## src/hdl/brpc_pkg.sv

```systemverilog
`default_nettype none
package brpc_pkg;

   localparam int NUM_W      = 32;
   localparam int DIV_W      = 16;
   localparam int SQ_W       = 2 * DIV_W;
   localparam int CAT_W      = 3;
   localparam int RADIX_BITS = 4;
   localparam int REM_STEPS  = NUM_W / RADIX_BITS;

   localparam logic [CAT_W-1:0] CAT_LOAD      = 3'd0;
   localparam logic [CAT_W-1:0] CAT_SELF      = 3'd1;
   localparam logic [CAT_W-1:0] CAT_PAIR      = 3'd2;
   localparam logic [CAT_W-1:0] CAT_SMALLER   = 3'd3;
   localparam logic [CAT_W-1:0] CAT_COMPOSITE = 3'd4;

   localparam logic [NUM_W-1:0] CNT_MAX = '1;

   typedef struct packed {
      logic             start;
      logic [NUM_W-1:0] numer;
      logic [DIV_W-1:0] divisor;
   } rem_ctrl_type;

   typedef struct packed {
      logic            done;
      logic            rem_zero;
      logic [SQ_W-1:0] square;
   } rem_stat_type;

endpackage
`default_nettype wire

```

## src/hdl/brpc_rem_unit.sv

```systemverilog
`default_nettype none
module brpc_rem_unit import brpc_pkg::*; (
   input  wire logic         clock,
   input  wire logic         reset,
   input  wire rem_ctrl_type ctrl,
   output rem_stat_type      stat
);

   localparam int STEP_W = $clog2(REM_STEPS);

   logic [NUM_W-1:0]  num_ff, num_in;
   logic [DIV_W-1:0]  rem_ff, rem_in;
   logic [DIV_W-1:0]  dvs_ff;
   logic [SQ_W-1:0]   sq_ff;
   logic [STEP_W-1:0] step_ff;
   logic              busy_ff;
   logic              done_ff;

   // Restoring remainder, RADIX_BITS numerator bits per cycle while busy.
   always_comb begin
      logic [NUM_W-1:0] n;
      logic [DIV_W-1:0] r;
      logic [DIV_W:0]   t;
      n = num_ff;
      r = rem_ff;
      for (int k = 0; k < RADIX_BITS; k++) begin
         t = {r, n[NUM_W-1]};
         n = {n[NUM_W-2:0], 1'b0};
         if (t >= {1'b0, dvs_ff}) begin
            t = t - {1'b0, dvs_ff};
         end
         r = t[DIV_W-1:0];
      end
      num_in = n;
      rem_in = r;
   end

   always_ff @(posedge clock) begin
      if (reset) begin
         busy_ff <= 1'b0;
         done_ff <= 1'b0;
         step_ff <= '0;
      end else if (ctrl.start) begin
         busy_ff <= 1'b1;
         done_ff <= 1'b0;
         step_ff <= '0;
      end else if (busy_ff) begin
         step_ff <= step_ff + 1'b1;
         if (step_ff == STEP_W'(REM_STEPS - 1)) begin
            busy_ff <= 1'b0;
            done_ff <= 1'b1;
         end
      end else begin
         done_ff <= 1'b0;
      end
   end

   always_ff @(posedge clock) begin
      if (ctrl.start) begin
         num_ff <= ctrl.numer;
         rem_ff <= '0;
         dvs_ff <= ctrl.divisor;
         sq_ff  <= SQ_W'(ctrl.divisor) * SQ_W'(ctrl.divisor);
      end else if (busy_ff) begin
         num_ff <= num_in;
         rem_ff <= rem_in;
      end
   end

   assign stat.done     = done_ff;
   assign stat.rem_zero = (rem_ff == '0);
   assign stat.square   = sq_ff;

endmodule
`default_nettype wire

```

## config.mk

```make
export PLATFORM = sky130hd
export DESIGN_NAME = brpc_rem_unit
export DESIGN_NICKNAME = d
export VERILOG_FILES = /design/src/hdl/brpc_pkg.sv /design/src/hdl/brpc_rem_unit.sv
export SDC_FILE = /design/constraint.sdc
export NUM_CORES = 1
export LEC_CHECK = 0
export BUFFER_PORTS_ARGS = -buffer_cell sky130_fd_sc_hd__buf_2
export CORE_MARGIN = 2
export CORE_UTILIZATION = 51
export DETAILED_ROUTE_END_ITERATION = 7
export PLACE_DENSITY = 0.67
export SLEW_MARGIN = 20
export SYNTH_ARGS = -nofsm -noshare
export SYNTH_HDL_FRONTEND = slang
export SYNTH_SLANG_ARGS = --single-unit
```

## constraint.sdc

```tcl
create_clock -name clock -period 10.5 [get_ports clock]
set_input_delay 3.15 -clock clock [delete_from_list [all_inputs] [get_ports clock]]
set_output_delay 3.15 -clock clock [all_outputs]
set_load 0.01 [all_outputs]
```

# After elaboration in Yosys (flattened, before gate mapping)

Cells that the tools add are included.

Register bits: 101
Bits of input ports: 51
Output and inout bits: 34
Word-level logic and storage cells: 32

Add/subtract/negate cells: 5
$mul: 1
$lt $le $gt $ge: 4
Equality and inequality tests: 1
Multiplexer cells: 9
Bitwise gates (word level): 1
Reduce and logical (&&, ||, !) cells: 4

Operator list:

| operator                                     | number |
|---|---|
| >= comparator 17 x 16 -> 1 bit               | 4 |
| 2-to-1 mux 16 bit                            | 4 |
| 2-to-1 mux 32 bit                            | 2 |
| subtractor 16 bit                            | 4 |
| multiplier 16 x 16 -> 32 bit                 | 1 |
| zero test 16 bit                             | 1 |
| adder 3 x 1 -> 3 bit (second input constant) | 1 |
| equality test 3 bit (second input constant)  | 1 |
| 2-to-1 mux 1 bit                             | 3 |
| OR reduction 3 bit                           | 1 |
| nonzero test 2 bit                           | 1 |
| OR reduction 2 bit                           | 1 |
| NOT 1 bit                                    | 1 |

# Depth between registers and ports, before layout

Depth after elaboration: 8
Mapped depth: 50
Mapped depth without buffers: 48

# Least setup slack after synthesis

Ideal clock, no wire load.

Kind: register -> register
Start: register dvs_ff[11]
End: register rem_ff[1]
Setup time: 86 ps
Data arrival time: 9452 ps
Setup slack: 962 ps
Stages on the path, launching flop included: 48
Cell sequence: edfxtp_1 inv_1 ha_1 nand4_1 or4_1 a211o_1 nand2_1 clkbuf_1 buf_1 nand2_1 o21a_1 ha_1 nor2b_1 o31a_1 or2_2 o21ai_1 o21a_1 o31ai_1 [... 12 more ...] nand2_1 o211ai_4 buf_6 mux2i_1 ha_1 nor2b_1 o21a_1 o21ai_0 a21oi_1 a21oi_1 a311oi_1 nor3_1 o21bai_1 a21oi_1 o221ai_4 buf_6 mux2i_1 a211oi_1

Cells in the longest elaborated chain, start to end: 8
Elaborated cells between the ends (all ways): 12
Classes of those cells: add/sub: 4; order compare: 4; mux: 4

RTL lines:

| what                                                                       | line                                     | RTL |
|---|---|---|
| start, declared                                                            | brpc_rem_unit.sv:13                      | `logic [DIV_W-1:0] dvs_ff;` |
| start signal, assigned                                                     | brpc_rem_unit.sv:62                      | `dvs_ff <= ctrl.divisor;` |
| subtractor 16 bit / >= comparator 17 x 16 -> 1 bit (equally long branches) | brpc_rem_unit.sv:30, brpc_rem_unit.sv:29 |  |
| 2-to-1 mux 16 bit                                                          | brpc_rem_unit.sv:29                      | `if (t >= {1'b0, dvs_ff}) begin` |
| subtractor 16 bit / >= comparator 17 x 16 -> 1 bit (equally long branches) | brpc_rem_unit.sv:30, brpc_rem_unit.sv:29 |  |
| 2-to-1 mux 16 bit                                                          | brpc_rem_unit.sv:29                      |  |
| >= comparator 17 x 16 -> 1 bit / subtractor 16 bit (equally long branches) | brpc_rem_unit.sv:29, brpc_rem_unit.sv:30 |  |
| 2-to-1 mux 16 bit                                                          | brpc_rem_unit.sv:29                      |  |
| subtractor 16 bit / >= comparator 17 x 16 -> 1 bit (equally long branches) | brpc_rem_unit.sv:30, brpc_rem_unit.sv:29 |  |
| 2-to-1 mux 16 bit *                                                        | brpc_rem_unit.sv:29                      |  |
| end signal, assigned                                                       | brpc_rem_unit.sv:66                      | `rem_ff <= rem_in;` |
| end, declared                                                              | brpc_rem_unit.sv:12                      | `logic [DIV_W-1:0] rem_ff, rem_in;` |

Mark *: on every way between the ends. The rest lies on a longest branch, timed or not.
A chain may end at the register's enable or synchronous reset.

# Final worst setup path

Start: register dvs_ff[1]
End: register rem_ff[4]

Cells in the longest elaborated chain, start to end: 8
Elaborated cells between the ends (all ways): 12
Classes of those cells: add/sub: 4; order compare: 4; mux: 4

RTL lines:

| what                                                                       | line |
|---|---|
| subtractor 16 bit / >= comparator 17 x 16 -> 1 bit (equally long branches) | brpc_rem_unit.sv:30, brpc_rem_unit.sv:29 |
| 2-to-1 mux 16 bit                                                          | brpc_rem_unit.sv:29 |
| subtractor 16 bit / >= comparator 17 x 16 -> 1 bit (equally long branches) | brpc_rem_unit.sv:30, brpc_rem_unit.sv:29 |
| 2-to-1 mux 16 bit                                                          | brpc_rem_unit.sv:29 |
| subtractor 16 bit / >= comparator 17 x 16 -> 1 bit (equally long branches) | brpc_rem_unit.sv:30, brpc_rem_unit.sv:29 |
| 2-to-1 mux 16 bit                                                          | brpc_rem_unit.sv:29 |
| subtractor 16 bit / >= comparator 17 x 16 -> 1 bit (equally long branches) | brpc_rem_unit.sv:30, brpc_rem_unit.sv:29 |
| 2-to-1 mux 16 bit *                                                        | brpc_rem_unit.sv:29 |

Marks and branches as above.

==> metrics.txt <==
Post-Syn Area per Cell=9.63 µm²; vias in the first global route=10700; CP delay by family, top=compound AO/OA/AOI/OAI gates; deepest clock path buffer count=2; portion of the post-synthesis area used by sequential elements=around a fifth; Residual DRC=0; Worst-Margin Slew=roughly 0.94 ns; peak clock frequency supported by timing=104 MHz; run status=finished, final reports clean; Yosys warnings=0; library cell appearing most often on the critical path=sky130_fd_sc_hd__a21oi_1; clk sink count=99; Die ar.=approximately 30000 µm²; Max transition margin=37.4%; Final Max Slew Viols=0; pin count of the biggest net entering global routing=77; Synth Cell Area=14200 µm²; Period minus WS final=9.59 ns; die width=171 µm; overall overflow remaining after global route=0; PortBufs=a little over 80; nature of the critical path endpoint=register; hold slack final=0.529 ns; area grow syn2layout=9.29%; Tcrit/Tclk final=91.3%; post-cts repair resize count=0; Max stage delay on crit path=0.54 ns; final wirelength=32500 µm; # hold bufs at CTS=0; number of enable flip-flop cells after synthesis=78; CTS tree=done; worst clock skew on the final layout=between 0.008 and 0.009 ns; number of antenna violations at the first check in global routing=1; Vias=10700; number of synthesized register bits=99; share of cells above drive strength 1=between 10% and 20%; DR iter-0 viols=498; commonest non-fill, non-tap cells in the layout=sky130_fd_sc_hd__inv_1 (275), sky130_fd_sc_hd__fa_1 (168), sky130_fd_sc_hd__ha_1 (165), sky130_fd_sc_hd__nand2_1 (94), sky130_fd_sc_hd__buf_2 (82); setup tns final=0 ns; number of cells produced by synthesis=1479; Buffers & Inverters on Critical Path=5; count of final hold-check violations=0; slowest cell on the critical path=sky130_fd_sc_hd__edfxtp_1; worst path arrival time=slightly below 10 ns; most common cell after layout, fill and taps aside=sky130_fd_sc_hd__inv_1; fraction of registers with async set or reset after synthesis=0%; startpoint class of the critical path=register; Top FF cell, synth=sky130_fd_sc_hd__edfxtp_1; hpwl dp=between 20000 and 30000 µm; Critical Setup Path Class=register to register; remaining number of nets flagged by the antenna check after routing=0; net count after synthesis=1863; DIE HEIGHT=171 µm; global-route wire length before repair=53600 µm; clock input transition at the sequential cells of the worst setup and hold paths=0.08 ns; initial cell density of the core=51.6%; overall fraction of global-route tracks in use=23.4%; buffer cell driving the clock tree root=sky130_fd_sc_hd__clkbuf_16; class of the tightest hold or removal check=register to register; site row count=61; per-cell routed wire length=between 15 and 20 µm; count of cell types in the netlist=71; number of setup violations in the final report=0; Inserted Clock Buffers=9; post-CTS repair timing setup buffer count=0; deepest level of the CTS H-tree=3; floorplan core area=around 28000 µm²; critical path required time=10.78 ns; MaxCap Viol Count=0; I/O Pins=85; nets=1958; largest fanout of any net on the critical path=24; setup repair after global routing missed its margin=no; detailed-router iteration count before antenna repair=5; source-to-sink clock delay at the later pin of the worst-skew pair=0.37 ns; post-DR vias/cell=5.45; routability congestion estimate from global placement=slightly above 0.9
path summary, 6_finish.rpt:
check / start / to / slack (ns) / depth (start not counted)
worst max-delay path: dvs_ff[1] / rem_ff[4] / 0.91 / 48
worst min-delay path: step_ff[2] / step_ff[2] / 0.53 / 2
worst max register to register: dvs_ff[1] / rem_ff[4] / 0.91 / 48
worst min register to register: step_ff[2] / step_ff[2] / 0.53 / 2
cell families after synthesis:
group                    share of synthesized area, %
AO/OA/AOI/OAI                                    10.5
flip-flops                                       19.4
multiplexers                                     5.45
adder cells (fa/ha/maj)                          38.1
AND/OR/NAND/NOR                                  12.8
XOR/XNOR                                         5.29
other                                          0.0263
buffers and inverters                            8.47
Yosys cell counts (5+ instances only):
cell type | count | area (µm²)
sky130_fd_sc_hd__xnor2_1 | 58 | 508
sky130_fd_sc_hd__mux2_2 | 53 | 597
sky130_fd_sc_hd__o21ai_0 | 29 | 145
sky130_fd_sc_hd__nor4_1 | 9 | 56.3
sky130_fd_sc_hd__o21a_1 | 16 | 120
sky130_fd_sc_hd__dfxtp_1 | 21 | 420
sky130_fd_sc_hd__clkbuf_1 | 28 | 105
sky130_fd_sc_hd__xor2_1 | 28 | 245
sky130_fd_sc_hd__nand4_1 | 8 | 50.1
sky130_fd_sc_hd__a2111oi_2 | 5 | 75.1
sky130_fd_sc_hd__edfxtp_1 | 78 | 2340
sky130_fd_sc_hd__ha_1 | 165 | 2060
sky130_fd_sc_hd__nand3_1 | 15 | 75.1
sky130_fd_sc_hd__or2_2 | 8 | 50.1
sky130_fd_sc_hd__a211oi_1 | 10 | 75.1
sky130_fd_sc_hd__nor2_1 | 81 | 304
sky130_fd_sc_hd__a21o_1 | 26 | 195
sky130_fd_sc_hd__or3_1 | 7 | 43.8
sky130_fd_sc_hd__nor3_1 | 32 | 160
sky130_fd_sc_hd__nand2_1 | 94 | 353
sky130_fd_sc_hd__mux2i_1 | 15 | 150
sky130_fd_sc_hd__a221o_1 | 6 | 60.1
sky130_fd_sc_hd__and3_1 | 5 | 31.3
sky130_fd_sc_hd__nand2b_1 | 14 | 87.6
sky130_fd_sc_hd__nor2b_1 | 19 | 119
sky130_fd_sc_hd__inv_1 | 275 | 1030
sky130_fd_sc_hd__fa_1 | 168 | 3360
sky130_fd_sc_hd__and2_1 | 56 | 350
sky130_fd_sc_hd__a21oi_1 | 70 | 350
sky130_fd_sc_hd__o21bai_1 | 10 | 75.1
cell type report:
cell class	instances	area [µm²]
diodes	1	2.50
clock buffers	9	225
clock inverters	7	81.3
repair buffers	121	716
multi-input cells	1068	10300
well taps	378	473
fillers	2525	12100
flip-flops and latches	99	2760
inverters	275	1030
per-stage QoR:
stage               area (µm²)  utilization [%]  cells  setup WS, ns
floorplan                14200                -   1479         0.962
global placement         15300             55.2   1941         0.600
detailed placement       15300             55.2   1941         0.545
CTS                      15600             56.4   1957         0.881
global route             15600             56.4   1958        0.0893
finish                   15600             56.4   1958         0.915
flip-flops by register name, indices dropped and copies added (netlist names):
register,flops
num_ff,32
sq_ff,30
dvs_ff,16
rem_ff,16
step_ff,3
busy_ff,1
done_ff,1
worst register-to-register path, delay by kind of cell, from the launching register on:
family | cells | cell delay (ns)
and+or+nand+nor | 11 | 1.86
adders and majority gates | 4 | 1.23
DFF | 1 | 0.54
muxes | 2 | 0.52
AOI/OAI and AO/OA | 26 | 4.56
buffers and inverters | 5 | 0.77
per-layer routing:
metal  share of wire [%]  global-route usage, %
met4                 2.5                   7.48
met1                  46                   33.1
met3                 5.2                   3.84
met5                   0                      0
met2                  47                   36.7
Power is left out: the tool's default activity adds up to more than one toggle a clock period on the data nets, which glitch-free logic cannot reach.
